`config.mk`:
```
export PLATFORM = sky130hd
export DESIGN_NAME = gpiopr_exec
export DESIGN_NICKNAME = d
export VERILOG_FILES = /design/src/hdl/gpiopr_pkg.sv /design/src/hdl/gpiopr_exec.sv
export SDC_FILE = /design/constraint.sdc
export NUM_CORES = 1
export LEC_CHECK = 0
export BUFFER_PORTS_ARGS = -buffer_cell sky130_fd_sc_hd__buf_4
export CAP_MARGIN = 20
export CORE_MARGIN = 3
export CORE_UTILIZATION = 30
export DETAILED_ROUTE_END_ITERATION = 16
export GPL_TIMING_DRIVEN = 1
export PLACE_DENSITY = 0.61
export SLEW_MARGIN = 5
export SYNTH_ARGS = -nofsm -noshare
export SYNTH_HDL_FRONTEND = slang
export SYNTH_SLANG_ARGS = --single-unit
```
`constraint.sdc`:
```
create_clock -name vclk -period 6.8
set_clock_uncertainty 0.1 [all_clocks]
set_input_delay 1.7 -clock vclk [all_inputs]
set_output_delay 1.7 -clock vclk [all_outputs]
set_load 0.05 [all_outputs]
```
`src/hdl/gpiopr_pkg.sv`:
```
`default_nettype none
// ----------------------------------------------------------------------------
// GPIO port register package
// Shared types and codes for the port, direction and pin register file.
// ----------------------------------------------------------------------------
package gpiopr_pkg;

   // Operation codes carried on the request channel.
   localparam logic [3:0] OP_CPU_WRITE   = 4'd0;
   localparam logic [3:0] OP_CPU_SET     = 4'd1;
   localparam logic [3:0] OP_CPU_CLEAR   = 4'd2;
   localparam logic [3:0] OP_CPU_READ    = 4'd3;
   localparam logic [3:0] OP_CPU_RDBIT   = 4'd4;
   localparam logic [3:0] OP_EXT_WRITE   = 4'd5;
   localparam logic [3:0] OP_EXT_SET     = 4'd6;
   localparam logic [3:0] OP_EXT_CLEAR   = 4'd7;
   localparam logic [3:0] OP_ANA_SET     = 4'd8;
   localparam logic [3:0] OP_ANA_READ    = 4'd9;

   // Event kinds.
   localparam logic [1:0] EV_NONE        = 2'd0;
   localparam logic [1:0] EV_PORT        = 2'd1;
   localparam logic [1:0] EV_DIR         = 2'd2;
   localparam logic [1:0] EV_ANALOG      = 2'd3;

   // Warning codes.
   localparam logic [2:0] WARN_NONE      = 3'd0;
   localparam logic [2:0] WARN_BLOCKED   = 3'd1;
   localparam logic [2:0] WARN_PIN_WRITE = 3'd2;
   localparam logic [2:0] WARN_EXT_DIR   = 3'd3;
   localparam logic [2:0] WARN_BAD_ADDR  = 3'd4;

   // Fixed register addresses and the serial echo port.
   localparam logic [7:0] STATUS_ADDR      = 8'd36;
   localparam logic [7:0] SERIAL_DATA_ADDR = 8'd37;
   localparam logic [3:0] SERIAL_ECHO_PORT = 4'd6;   // port G
   localparam logic [7:0] ALL_ONES_BYTE    = 8'hFF;
   localparam logic [7:0] ALL_ZERO_BYTE    = 8'h00;

   typedef struct packed {
      logic [3:0] op;
      logic [7:0] reg_addr;
      logic [2:0] bit_index;
      logic [7:0] data_byte;
      logic [3:0] port_index;
      logic [3:0] analog_channel;
      logic [9:0] analog_value;
   } req_type;

   typedef struct packed {
      logic [9:0] read_value;
      logic [1:0] event_kind;
      logic [3:0] event_index;
      logic [9:0] event_value;
      logic [2:0] warning;
   } rsp_type;

   // Store updates produced by one word.
   typedef struct packed {
      logic       reg_en;
      logic [7:0] reg_addr;
      logic [7:0] reg_data;
      logic       ana_en;
      logic [3:0] ana_channel;
      logic [9:0] ana_data;
   } upd_type;

endpackage : gpiopr_pkg
`default_nettype wire

```
`src/hdl/gpiopr_exec.sv`:
```
`default_nettype none
// ----------------------------------------------------------------------------
// GPIO port register execute logic
// Decodes one word against the fetched bytes and produces result and updates.
// ----------------------------------------------------------------------------
module gpiopr_exec #(
   parameter int NUM_PORTS  = 11,
   parameter int NUM_REGS   = 255,
   parameter int NUM_ANALOG = 16
) (
   input  gpiopr_pkg::req_type req,
   input  logic [7:0]          old_byte,   // addressed byte (or pin source byte)
   input  logic [7:0]          dir_byte,   // direction byte of the addressed port
   input  logic [9:0]          ana_level,  // current level of the addressed channel
   output gpiopr_pkg::rsp_type rsp,
   output gpiopr_pkg::upd_type upd
);
   import gpiopr_pkg::*;

   logic [7:0] mask;
   logic [7:0] nv;
   logic [7:0] ext_nv;
   logic       is_port;
   logic       is_ddr;
   logic       is_pin;
   logic       reg_bad;
   logic       port_bad;
   logic       ana_bad;
   logic       blocked;

   always_comb begin
      mask     = 8'b1 << req.bit_index;
      is_port  = req.reg_addr < 8'(NUM_PORTS);
      is_ddr   = !is_port && (req.reg_addr < 8'(2 * NUM_PORTS));
      is_pin   = (req.reg_addr >= 8'(2 * NUM_PORTS)) && (req.reg_addr < 8'(3 * NUM_PORTS));
      reg_bad  = {1'b0, req.reg_addr} >= 9'(NUM_REGS);
      port_bad = {1'b0, req.port_index} >= 5'(NUM_PORTS);
      ana_bad  = {1'b0, req.analog_channel} >= 5'(NUM_ANALOG);

      unique case (req.op)
         OP_CPU_WRITE, OP_EXT_WRITE: nv = req.data_byte;
         OP_CPU_SET, OP_EXT_SET:     nv = old_byte | mask;
         default:                    nv = old_byte & ~mask;
      endcase
      ext_nv  = nv;
      blocked = (req.op == OP_CPU_WRITE) ? (dir_byte == ALL_ZERO_BYTE)
                                         : ((req.op == OP_CPU_CLEAR) && ((dir_byte & mask) == 8'd0));

      rsp = '0;
      upd = '0;
      upd.reg_addr    = req.reg_addr;
      upd.reg_data    = nv;
      upd.ana_channel = req.analog_channel;
      upd.ana_data    = req.analog_value;

      unique case (req.op)
         OP_CPU_WRITE, OP_CPU_SET, OP_CPU_CLEAR: begin
            if (reg_bad) begin
               rsp.warning = WARN_BAD_ADDR;
            end else if (is_port) begin
               if (old_byte != nv) begin
                  if (blocked) begin
                     rsp.warning = WARN_BLOCKED;
                  end else begin
                     upd.reg_en      = 1'b1;
                     rsp.event_kind  = EV_PORT;
                     rsp.event_index = req.reg_addr[3:0];
                     rsp.event_value = {2'b00, nv};
                  end
               end
            end else if (is_ddr) begin
               if (old_byte != nv) begin
                  upd.reg_en      = 1'b1;
                  rsp.event_kind  = EV_DIR;
                  rsp.event_index = 4'(req.reg_addr - 8'(NUM_PORTS));
                  rsp.event_value = {2'b00, nv};
               end
            end else if ((req.op == OP_CPU_WRITE) && (req.reg_addr == SERIAL_DATA_ADDR)) begin
               upd.reg_en      = 1'b1;
               rsp.event_kind  = EV_PORT;
               rsp.event_index = SERIAL_ECHO_PORT;
               rsp.event_value = {2'b00, nv};
            end else if ((req.op == OP_CPU_SET) && is_pin) begin
               rsp.warning = WARN_PIN_WRITE;
            end else begin
               upd.reg_en = 1'b1;
            end
         end
         OP_CPU_READ: begin
            if (reg_bad) begin
               rsp.warning = WARN_BAD_ADDR;
            end else begin
               rsp.read_value = {2'b00, old_byte};
            end
         end
         OP_CPU_RDBIT: begin
            if (req.reg_addr == STATUS_ADDR) begin
               rsp.read_value = 10'd1;
            end else if (reg_bad || (req.reg_addr < 8'(2 * NUM_PORTS))) begin
               rsp.warning = WARN_BAD_ADDR;
            end else begin
               rsp.read_value = {9'd0, |(old_byte & mask)};
            end
         end
         OP_EXT_WRITE, OP_EXT_SET, OP_EXT_CLEAR: begin
            if (port_bad) begin
               rsp.warning = WARN_BAD_ADDR;
            end else begin
               if (req.op == OP_EXT_WRITE) begin
                  if ((req.data_byte & ~dir_byte) != ALL_ONES_BYTE) begin
                     rsp.warning = WARN_EXT_DIR;
                  end
               end else if ((dir_byte & mask) != 8'd0) begin
                  rsp.warning = WARN_EXT_DIR;
               end
               upd.reg_addr = {4'd0, req.port_index};
               if (old_byte != ext_nv) begin
                  upd.reg_en      = 1'b1;
                  rsp.event_kind  = EV_PORT;
                  rsp.event_index = req.port_index;
                  rsp.event_value = {2'b00, ext_nv};
               end
            end
         end
         OP_ANA_SET: begin
            if (ana_bad) begin
               rsp.warning = WARN_BAD_ADDR;
            end else if (ana_level != req.analog_value) begin
               upd.ana_en      = 1'b1;
               rsp.event_kind  = EV_ANALOG;
               rsp.event_index = req.analog_channel;
               rsp.event_value = req.analog_value;
            end
         end
         OP_ANA_READ: begin
            if (ana_bad) begin
               rsp.warning = WARN_BAD_ADDR;
            end else begin
               rsp.read_value = ana_level;
            end
         end
         default: begin
            rsp = '0;
         end
      endcase
   end

endmodule : gpiopr_exec
`default_nettype wire

```
==> impl_metrics.sql, run 1 <==
INSERT INTO impl_metrics (metric_group, metric, value, unit) VALUES
('critical_path', 'critical_path_peak_fanout', '12', ''),
('placed_design', 'gp_congestion', '0.986', ''),
('global_route', 'grt_first_pass_wirelength', '12900', 'microns'),
('die', 'core_footprint', '6100', 'sq um'),
('layout', 'n_clock_buffer', '0', ''),
('die', 'core.rowCount', '28', ''),
('yosys', 'sequential_element_share_of_the_synthesized_area', '0', '%'),
('die', 'initial_utilization', '31.9', '%'),
('critical_path', 'worst_ep_arrival_time', '4350', 'ps'),
('drt', 'routed_via_density', '5.80', ''),
('critical_path', 'worst_path_dominant_cell_family', 'XOR/XNOR gates', ''),
('drt', 'drt-wirelength-per-cell', '16.9', 'microns'),
('power', 'p_leak', '1.30', 'nW'),
('yosys', 'synth_area_leaders', 'buf_4, a21oi_1, o21ai_0', ''),
('die', 'chipWidth', '86.5', 'microns'),
('timing', 'setup_repair_after_global_routing_missed_its_margin', 'no', ''),
('yosys', 'netlist.area_leader.share', '6.57', '%'),
('placed_design', 'number_of_buffer_cells_added_on_primary_ports', '128', ''),
('yosys', 'mappedNetlistNets', '379', ''),
('yosys', 'yosys-top-cells-count', 'a21oi_1, inv_1, nand2_1, o21ai_0', ''),
('timing', 'report.final.setup_viol', '0', ''),
('clock_network', 'postCtsSetupRepairBufs', '0', ''),
('drt', 'drt_first_pass_iters', '5', ''),
('layout', 'layout.area.seq', '0', 'sq um'),
('yosys', 'netlist-cell-type-count', '60', ''),
('drt', 'route.top_layer_used', 'met4', ''),
('drt', 'drt-total-wl', '8090', 'microns'),
('layout', 'final_cells', '480', ''),
('drt', 'via_count', '2785', ''),
('global_route', 'grt_max_degree', '18', ''),
('critical_path', 'timing.critical_path.from_type', 'input port', ''),
('timing', 'fin_tns_setup', '0', 'ps'),
('drt', 'wl_met3', '663', 'microns'),
('layout', 'layout.nets', '478', ''),
('placed_design', 'dpl.hpwl', '6810', 'microns'),
('yosys', 'synthesis.yosys.warnings', '0', ''),
('drt', 'ant_nets', '0', ''),
('die', 'pin_count', '128', ''),
('timing', 'period_share', '90.5', '%'),
('power', 'fin_total_pwr', '0.253', 'mW'),
('critical_path', 'critPathMostFrequentCell', 'buf_4', ''),
('clock_network', 'cts_repair_resize_count', '0', ''),
('critical_path', 'critPathCaptureType', 'primary output', ''),
('power', 'p_sw_share', '65.0', '%'),
('yosys', 'syn_area_per_cell', '6.31', 'sq um'),
('placed_design', 'numPlacedInstances', '480', ''),
('global_route', 'antenna_violations_before_repair', '0', ''),
('power', 'net-switching-power', '0.164', 'mW'),
('drt', 'sum_of_met2_wire_segment_lengths_after_detailed_routing', '3830', 'microns'),
('drt', 'drcViolationCount', '0', ''),
('layout', 'seq_cells', '0', ''),
('critical_path', 'crit_path_cell_trace', 'buf_4 -> xnor2_1 -> nand2_1 -> mux2_2 -> o31ai_2 -> nor4_4 -> buf_4 -> o31ai_1 -> buf_4', ''),
('power', 'internal-power', '0.0886', 'mW'),
('yosys', 'netlist_area', '1940', 'sq um'),
('critical_path', 'worstSetupPathType', 'in -> out', ''),
('yosys', 'mapped_cells', '308', ''),
('power', 'sequentialPowerShare', '0', '%'),
('power', 'clock_power_share', '0', '%'),
('die', 'floorplan.die_area', '7480', 'sq um'),
('drt', 'routedLengthMet1', '3490', 'microns'),
('outcome', 'status', 'finished, final reports clean', ''),
('layout', 'final_layout_size_suffix_gt1_share', '35.1', '%'),
('global_route', 'grt_pass1_vias', '2584', ''),
('worst_hold_path', 'worstHoldPathType', 'in -> out', ''),
('timing', 'relSlewSlack', '41.7', '%'),
('critical_path', 'crit_required', '5000', 'ps'),
('critical_path', 'critical_path.max_stage_delay', '710', 'ps'),
('timing', 'hold_violation_count_in_the_final_report', '0', ''),
('yosys', 'synth.largest_area_cell', 'buf_4', ''),
('power', 'pwr_density_cell', '89.6', 'nW/um^2'),
('power', 'power.share.combinational', '100.0', '%');
-- cell usage in the layout, fill, tap and decap left out, types with 3 or more instances in the layout --
cell	Yosys	final
inv_1	22	22
a22o_1	10	10
ha_1	4	4
and2_1	11	11
nand2_1	22	22
o21ai_1	8	8
xnor2_1	3	3
o22ai_1	6	6
nor3_1	6	6
nor2_1	17	17
nor2b_1	3	3
buf_4	17	131
nor4_1	5	5
a22oi_1	11	11
o31ai_1	10	10
a31oi_1	3	3
nand3_1	9	9
o211ai_1	8	8
nand4_1	6	6
o21ai_0	19	19
mux2i_1	4	4
xor2_1	8	8
a21oi_1	25	25
nand3b_1	6	6
nand2b_1	3	3
-- layer usage --
| layer | up-vias | global-route usage [%] |
|---|---|---|
| met4 | 0 | 3.40 |
| met2 | 141 | 35.2 |
| li1 | 1344 | - |
| met5 | - | 0 |
| met1 | 1287 | 29.3 |
| met3 | 13 | 1.24 |
-- path summary, 6_finish.rpt --
path	from	to	slack [ps]	depth (start not counted)
setup / recovery	req[37]	rsp[5]	650	9
hold / removal	req[10]	upd[10]	3560	2
-- power by group through the flow --
stage	sequential (mW)	combinational, mW	clock, mW
5_1_grt	0	0.270	0
6_report	0	0.253	0
4_1_cts	0	0.252	0
2_1_floorplan	0	0.165	0
3_3_place_gp	0	0.250	0
3_5_place_dp	0	0.251	0
-- layout make-up --
| class | count | area [sq um] |
|---|---|---|
| fill | 656 | 3270 |
| inverter | 22 | 82.6 |
| multi-input combinational | 252 | 1660 |
| tap | 75 | 93.8 |
| timing repair buffer | 131 | 983 |
-- cell families after synthesis --
group                    Yosys count  share of synthesized area [%]
multiplexers                       6                           3.22
buffers and inverters             56                           14.4
AO/OA/AOI/OAI                    120                           40.8
XOR/XNOR                          12                           5.80
AND/OR/NAND/NOR                  110                           33.2
adder cells (fa/ha/maj)            4                           2.58
-- stage by stage --
step,utilization (%),setup WS (ps),instance area (sq um),hold slack (ps)
6_report,46.3,649,2820,3560
4_1_cts,46.3,694,2820,3570
3_3_place_gp,46.3,857,2820,3560
5_1_grt,46.3,528,2820,3570
3_5_place_dp,46.3,702,2820,3570
2_1_floorplan,-,23.3,1940,3470
(Power assumes the default switching activity.)
==> run 2: changes to the inputs <==
==> config.mk (replaced) <==
export PLATFORM = sky130hd
export DESIGN_NAME = gpiopr_exec
export DESIGN_NICKNAME = d
export VERILOG_FILES = /design/src/hdl/gpiopr_pkg.sv /design/src/hdl/gpiopr_exec.sv
export SDC_FILE = /design/constraint.sdc
export NUM_CORES = 1
export LEC_CHECK = 0
export CAP_MARGIN = 20
export CORE_MARGIN = 3
export CORE_UTILIZATION = 30
export DETAILED_ROUTE_END_ITERATION = 16
export DONT_BUFFER_PORTS = 1
export GPL_TIMING_DRIVEN = 1
export PLACE_DENSITY = 0.44
export SYNTH_ARGS = -nofsm -noshare
export SYNTH_HDL_FRONTEND = slang
export SYNTH_SLANG_ARGS = --single-unit
==> run 2 against run 1 <==
  * Final area shrank 25%
  * Core utilization decreased by 12 points
  * Wire length down 5.3%
  * Cell count down 21%
  * Fmax increased by 1.2%
  * Power decreased by 31%
  * Via count shrank 15%
  * Critical path depth fell by 1
  * Global-route usage decreased by 1.9 points
  * Die area did not move
  * Sequential share of layout area unchanged
==> impl_metrics.sql, run 2 (same netlist as run 1, synthesis figures left out) <==
INSERT INTO impl_metrics (metric_group, metric, value, unit) VALUES
('timing', 'setup_repair_after_global_routing_missed_its_margin', 'no', ''),
('timing', 'report.final.setup_viol', '0', ''),
('global_route', 'grt_first_pass_wirelength', '11500', 'microns'),
('power', 'p_leak', '0.823', 'nW'),
('drt', 'drcViolationCount', '0', ''),
('die', 'die_y', '86.5', 'microns'),
('timing', 'fin_tns_setup', '0', 'ps'),
('critical_path', 'worst_ep_arrival_time', '4280', 'ps'),
('timing', 'relSlewSlack', '27.8', '%'),
('layout', 'syn_to_final_growth', '8.82', '%'),
('placed_design', 'number_of_buffer_cells_added_on_primary_ports', '0', ''),
('drt', 'routed_via_density', '6.28', ''),
('die', 'core.rowCount', '28', ''),
('power', 'ir_worst_vdd', '0.0382', 'mV'),
('critical_path', 'crit_path_start', 'req[37]', ''),
('die', 'core_footprint', '6100', 'sq um'),
('placed_design', 'placed_cell_area', '2090', 'sq um'),
('drt', 'ant_nets', '0', ''),
('global_route', 'grt_pass1_vias', '2219', ''),
('drt', 'drt-total-wl', '7660', 'microns'),
('critical_path', 'timing.critical_path.from_type', 'input port', ''),
('critical_path', 'critical_path_peak_fanout', '11', ''),
('timing', 'hold_violation_count_in_the_final_report', '0', ''),
('timing', 'fmax', '0.165', 'GHz'),
('die', 'initial_utilization', '31.9', '%'),
('layout', 'final_layout_size_suffix_gt1_share', '15.9', '%'),
('clock_network', 'postCtsSetupRepairBufs', '0', ''),
('global_route', 'grt_max_degree', '18', ''),
('worst_hold_path', 'hold_depth', '0', ''),
('layout', 'num_antenna_cells', '0', ''),
('outcome', 'status', 'finished, final reports clean', ''),
('layout', 'layout.nets', '375', ''),
('worst_hold_path', 'worstHoldStart', 'req[8]', ''),
('layout', 'n_clock_buffer', '0', ''),
('critical_path', 'crit_path_cell_trace', 'xnor2_1 -> nand2_1 -> mux2_2 -> o31ai_2 -> nor4_4 -> buf_4 -> o31ai_2 -> buf_4', ''),
('layout', 'final_common_cell', 'buf_4', ''),
('critical_path', 'critPathCaptureType', 'primary output', ''),
('die', 'floorplan.die_area', '7480', 'sq um'),
('drt', 'drt_first_pass_iters', '4', ''),
('power', 'pwr_density_cell', '82.8', 'nW/um^2'),
('placed_design', 'dpl.hpwl', '6420', 'microns'),
('timing', 'max_slew.worst_pin.slew', '1080', 'ps'),
('timing', 'finalWorstPathRequiredPeriod', '6080', 'ps'),
('job', 'drv_cap', '0', ''),
('layout', 'design_area', '2110', 'sq um'),
('layout', 'layout_common_cells', 'buf_4, a21oi_1, inv_1, nand2_1, nor2_1', ''),
('worst_hold_path', 'worst_min_delay_path_endpoint', 'upd[8]', ''),
('timing', 'report.final.slew_viol_count', '0', ''),
('global_route', 'globalRouteTotalUtil', '18.9', '%'),
('die', 'pin_count', '128', ''),
('worst_hold_path', 'worstHoldPathType', 'in -> out', ''),
('drt', 'drt-initial-drc-count', '173', ''),
('clock_network', 'post_cts_hold_buffer_count', '0', ''),
('critical_path', 'crit_required', '5000', 'ps'),
('critical_path', 'critical_path.max_stage_delay', '710', 'ps'),
('layout', 'seq_cells', '0', ''),
('drt', 'drt-wirelength-per-cell', '20.3', 'microns'),
('timing', 'finalHoldWorstSlack', '3300', 'ps'),
('critical_path', 'timing.critical_path.slowest_stage_cell', 'xnor2_1', ''),
('timing', 'period_share', '89.4', '%'),
('clock_network', 'cts_repair_resize_count', '0', ''),
('placed_design', 'gp_congestion', '0.921', ''),
('critical_path', 'worstSetupPathType', 'in -> out', ''),
('layout', 'layout.area.seq', '0', 'sq um'),
('drt', 'via_count', '2367', ''),
('global_route', 'antenna_violations_before_repair', '0', ''),
('die', 'chipWidth', '86.5', 'microns'),
('global_route', 'total_grt_overflow', '0', '');
run 2: cell count changes in the layout (fill, tap and decap cells not counted):
| cell | before | now |
|---|---|---|
| clkbuf_16 | 0 | 1 |
| o21ai_1 | 8 | 11 |
| o21ai_0 | 19 | 16 |
| buf_4 | 131 | 27 |
| o32ai_2 | 0 | 1 |
| o31ai_1 | 10 | 2 |
| o31ai_2 | 1 | 9 |
| o32ai_1 | 2 | 1 |
run 2: worst max-delay path by stage:
stage	slack, ps	cells after the start	endpoint
2_1_floorplan	20	8	rsp[4]
3_3_place_gp	780	8	rsp[3]
3_5_place_dp	740	8	rsp[3]
4_1_cts	720	8	rsp[3]
5_1_grt	550	8	rsp[9]
6_report	720	8	rsp[3]
run 2: where the power goes:
group	leakage, nW	internal (mW)	switching [mW]	total [mW]
Sequential	0	0	0	0
Clock	0	0	0	0
Combinational	0.823	0.0524	0.123	0.175
Total	0.823	0.0524	0.123	0.175
run 2: critical path, delay by kind of cell:
kind / cells / cell delay (ps)
buffers and inverters: 2 / 530
xor gates and xnor gates: 1 / 710
and+or+nand+nor: 2 / 840
muxes: 1 / 320
AOI/OAI and AO/OA: 2 / 180
run 2: routing by layer:
metal	GRT usage (%)	part of all wire [%]	vias to the layer above
li1	-	-	1132
met1	26.4	45	1095
met2	32.7	46	136
met3	2.28	8.9	4
met4	0.850	0.50	0
met5	0	0	-
run 2: stage by stage:
| step | power [mW] | utilization (%) | setup slack [ps] | cells |
|---|---|---|---|---|
| after floorplan | 0.165 | - | 23.3 | 308 |
| after global placement | 0.174 | 34.3 | 776 | 376 |
| after detailed placement | 0.174 | 34.3 | 741 | 376 |
| after CTS | 0.175 | 34.3 | 723 | 376 |
| after global routing | 0.187 | 34.7 | 549 | 377 |
| final | 0.175 | 34.7 | 722 | 377 |
run 2: final cells by class:
| class | count | area (sq um) |
|---|---|---|
| Multi-Input combinational cell | 252 | 1710 |
| Tap cell | 75 | 93.8 |
| Fill cell | 679 | 3980 |
| Inverter | 22 | 82.6 |
| Timing Repair Buffer | 28 | 228 |
==> run 3: changes to the inputs <==
--- a/config.mk
+++ b/config.mk
@@ -7,11 +7,11 @@
 export LEC_CHECK = 0
 export CAP_MARGIN = 20
 export CORE_MARGIN = 3
-export CORE_UTILIZATION = 30
+export CORE_UTILIZATION = 70
 export DETAILED_ROUTE_END_ITERATION = 16
 export DONT_BUFFER_PORTS = 1
 export GPL_TIMING_DRIVEN = 1
-export PLACE_DENSITY = 0.44
+export PLACE_DENSITY = 0.86
 export SYNTH_ARGS = -nofsm -noshare
 export SYNTH_HDL_FRONTEND = slang
 export SYNTH_SLANG_ARGS = --single-unit
==> run 3 against run 2 <==
  * Largest power group unchanged
  * Sequential cell count is the same
  * Worst hold slack about the same
  * Critical endpoint is now rsp[8]
  * Non-clock buffer count decreased by 2
  * Largest cell class unchanged
==> impl_metrics.sql, run 3 (same netlist as run 1, synthesis figures left out) <==
INSERT INTO impl_metrics (metric_group, metric, value, unit) VALUES
('clock_network', 'postCtsSetupRepairBufs', '0', ''),
('drt', 'drt-initial-drc-count', '230', ''),
('placed_design', 'numPlacedInstances', '330', ''),
('drt', 'drt-total-wl', '6730', 'microns'),
('timing', 'finalWorstPathRequiredPeriod', '6100', 'ps'),
('layout', 'layout.nets', '373', ''),
('drt', 'ant_nets', '0', ''),
('timing', 'relSlewSlack', '29.5', '%'),
('layout', 'layout.area.seq', '0', 'sq um'),
('critical_path', 'worst_ep_arrival_time', '4300', 'ps'),
('layout', 'n_clock_buffer', '0', ''),
('die', 'initial_utilization', '75.7', '%'),
('timing', 'period_share', '89.7', '%'),
('die', 'pin_count', '128', ''),
('drt', 'drt_first_pass_iters', '5', ''),
('drt', 'drcViolationCount', '0', ''),
('layout', 'final_cells', '330', ''),
('clock_network', 'post_cts_hold_buffer_count', '0', ''),
('placed_design', 'placed_cell_area', '2030', 'sq um'),
('clock_network', 'cts_repair_resize_count', '0', ''),
('outcome', 'status', 'finished, final reports clean', ''),
('timing', 'fmax', '0.164', 'GHz'),
('critical_path', 'critPathCaptureType', 'primary output', ''),
('layout', 'layout_common_cells', 'buf_4, a21oi_1, inv_1, nand2_1, nor2_1', ''),
('critical_path', 'crit_path_cell_trace', 'xnor2_1 -> nand2_1 -> mux2_2 -> o31ai_2 -> nor4_4 -> buf_4 -> o31ai_2 -> buf_4', ''),
('timing', 'report.final.slew_viol_count', '0', ''),
('critical_path', 'cp_num_buf_inv', '2', ''),
('timing', 'fin_tns_setup', '0', 'ps'),
('drt', 'via_count', '2465', ''),
('global_route', 'grt_max_degree', '18', ''),
('timing', 'report.final.setup_viol', '0', ''),
('timing', 'setup_repair_after_global_routing_missed_its_margin', 'no', ''),
('global_route', 'grt_pass1_vias', '2178', ''),
('power', 'pwr_density_cell', '85.8', 'nW/um^2'),
('layout', 'final_common_cell', 'buf_4', ''),
('die', 'die_y', '58.7', 'microns'),
('placed_design', 'gp_congestion', '1.14', ''),
('critical_path', 'crit_path_start', 'req[37]', ''),
('layout', 'final_layout_size_suffix_gt1_share', '15.3', '%'),
('power', 'p_leak', '0.805', 'nW'),
('critical_path', 'worst_path_dominant_cell_family', 'simple AND/OR/NAND/NOR gates', ''),
('layout', 'syn_to_final_growth', '4.25', '%'),
('critical_path', 'timing.critical_path.slowest_stage_cell', 'xnor2_1', ''),
('critical_path', 'critical_path.max_stage_delay', '720', 'ps'),
('global_route', 'globalRouteTotalUtil', '38.0', '%'),
('global_route', 'total_grt_overflow', '0', ''),
('global_route', 'grt_first_pass_wirelength', '10300', 'microns'),
('die', 'core_footprint', '2570', 'sq um'),
('layout', 'design_area', '2030', 'sq um'),
('timing', 'max_slew.worst_pin.slew', '1060', 'ps'),
('die', 'floorplan.die_area', '3440', 'sq um'),
('die', 'chipWidth', '58.7', 'microns'),
('drt', 'drt-wirelength-per-cell', '20.4', 'microns'),
('die', 'core.rowCount', '18', ''),
('layout', 'num_antenna_cells', '0', ''),
('critical_path', 'timing.critical_path.from_type', 'input port', ''),
('timing', 'hold_violation_count_in_the_final_report', '0', ''),
('critical_path', 'crit_required', '5000', 'ps'),
('power', 'ir_worst_vdd', '0.0641', 'mV'),
('layout', 'fill_cells', '204', ''),
('drt', 'routed_via_density', '7.47', ''),
('worst_hold_path', 'worstHoldPathType', 'in -> out', ''),
('placed_design', 'dpl.hpwl', '5580', 'microns'),
('placed_design', 'number_of_buffer_cells_added_on_primary_ports', '0', ''),
('job', 'drv_cap', '0', ''),
('critical_path', 'worstSetupPathType', 'in -> out', ''),
('critical_path', 'critical_path_peak_fanout', '11', ''),
('layout', 'seq_cells', '0', ''),
('global_route', 'antenna_violations_before_repair', '0', ''),
('worst_hold_path', 'worstHoldStart', 'req[9]', '');
==> run 3: per-layer routing <==
metal	up-vias	global-route usage, %	share of wire [%]
met2	190	64.3	46
met3	10	9.43	13
met4	0	1.62	0.70
li1	1136	-	-
met1	1129	51.4	40
met5	-	0	0
==> run 3: area by class of cell <==
cell class         count  area [sq um]  area share [%]
well taps             30          37.5            1.85
repair buffers        26           195            9.64
multi-input cells    252          1710            84.4
inverters             22          82.6            4.08
==> run 3: worst paths after layout <==
kind | depth (start not counted) | end | slack [ps]
max | 8 | rsp[8] | 700
min | 0 | upd[9] | 3300
==> run 3: through the flow <==
step                      utilization (%)  worst slack [ps]  total power [mW]  hold WS [ps]
after detailed placement             78.9               786             0.171          3300
final                                78.9               703             0.174          3300
after floorplan                         -              23.3             0.165          3470
after global routing                 78.9               503             0.184          3300
after CTS                            78.9               789             0.172          3300
after global placement               78.9               750             0.170          3300
==> run 3: power by group <==
group	internal (mW)	leakage [nW]	switching (mW)
clock network	0	0	0
logic	0.0517	0.805	0.122
registers	0	0	0
total	0.0517	0.805	0.122
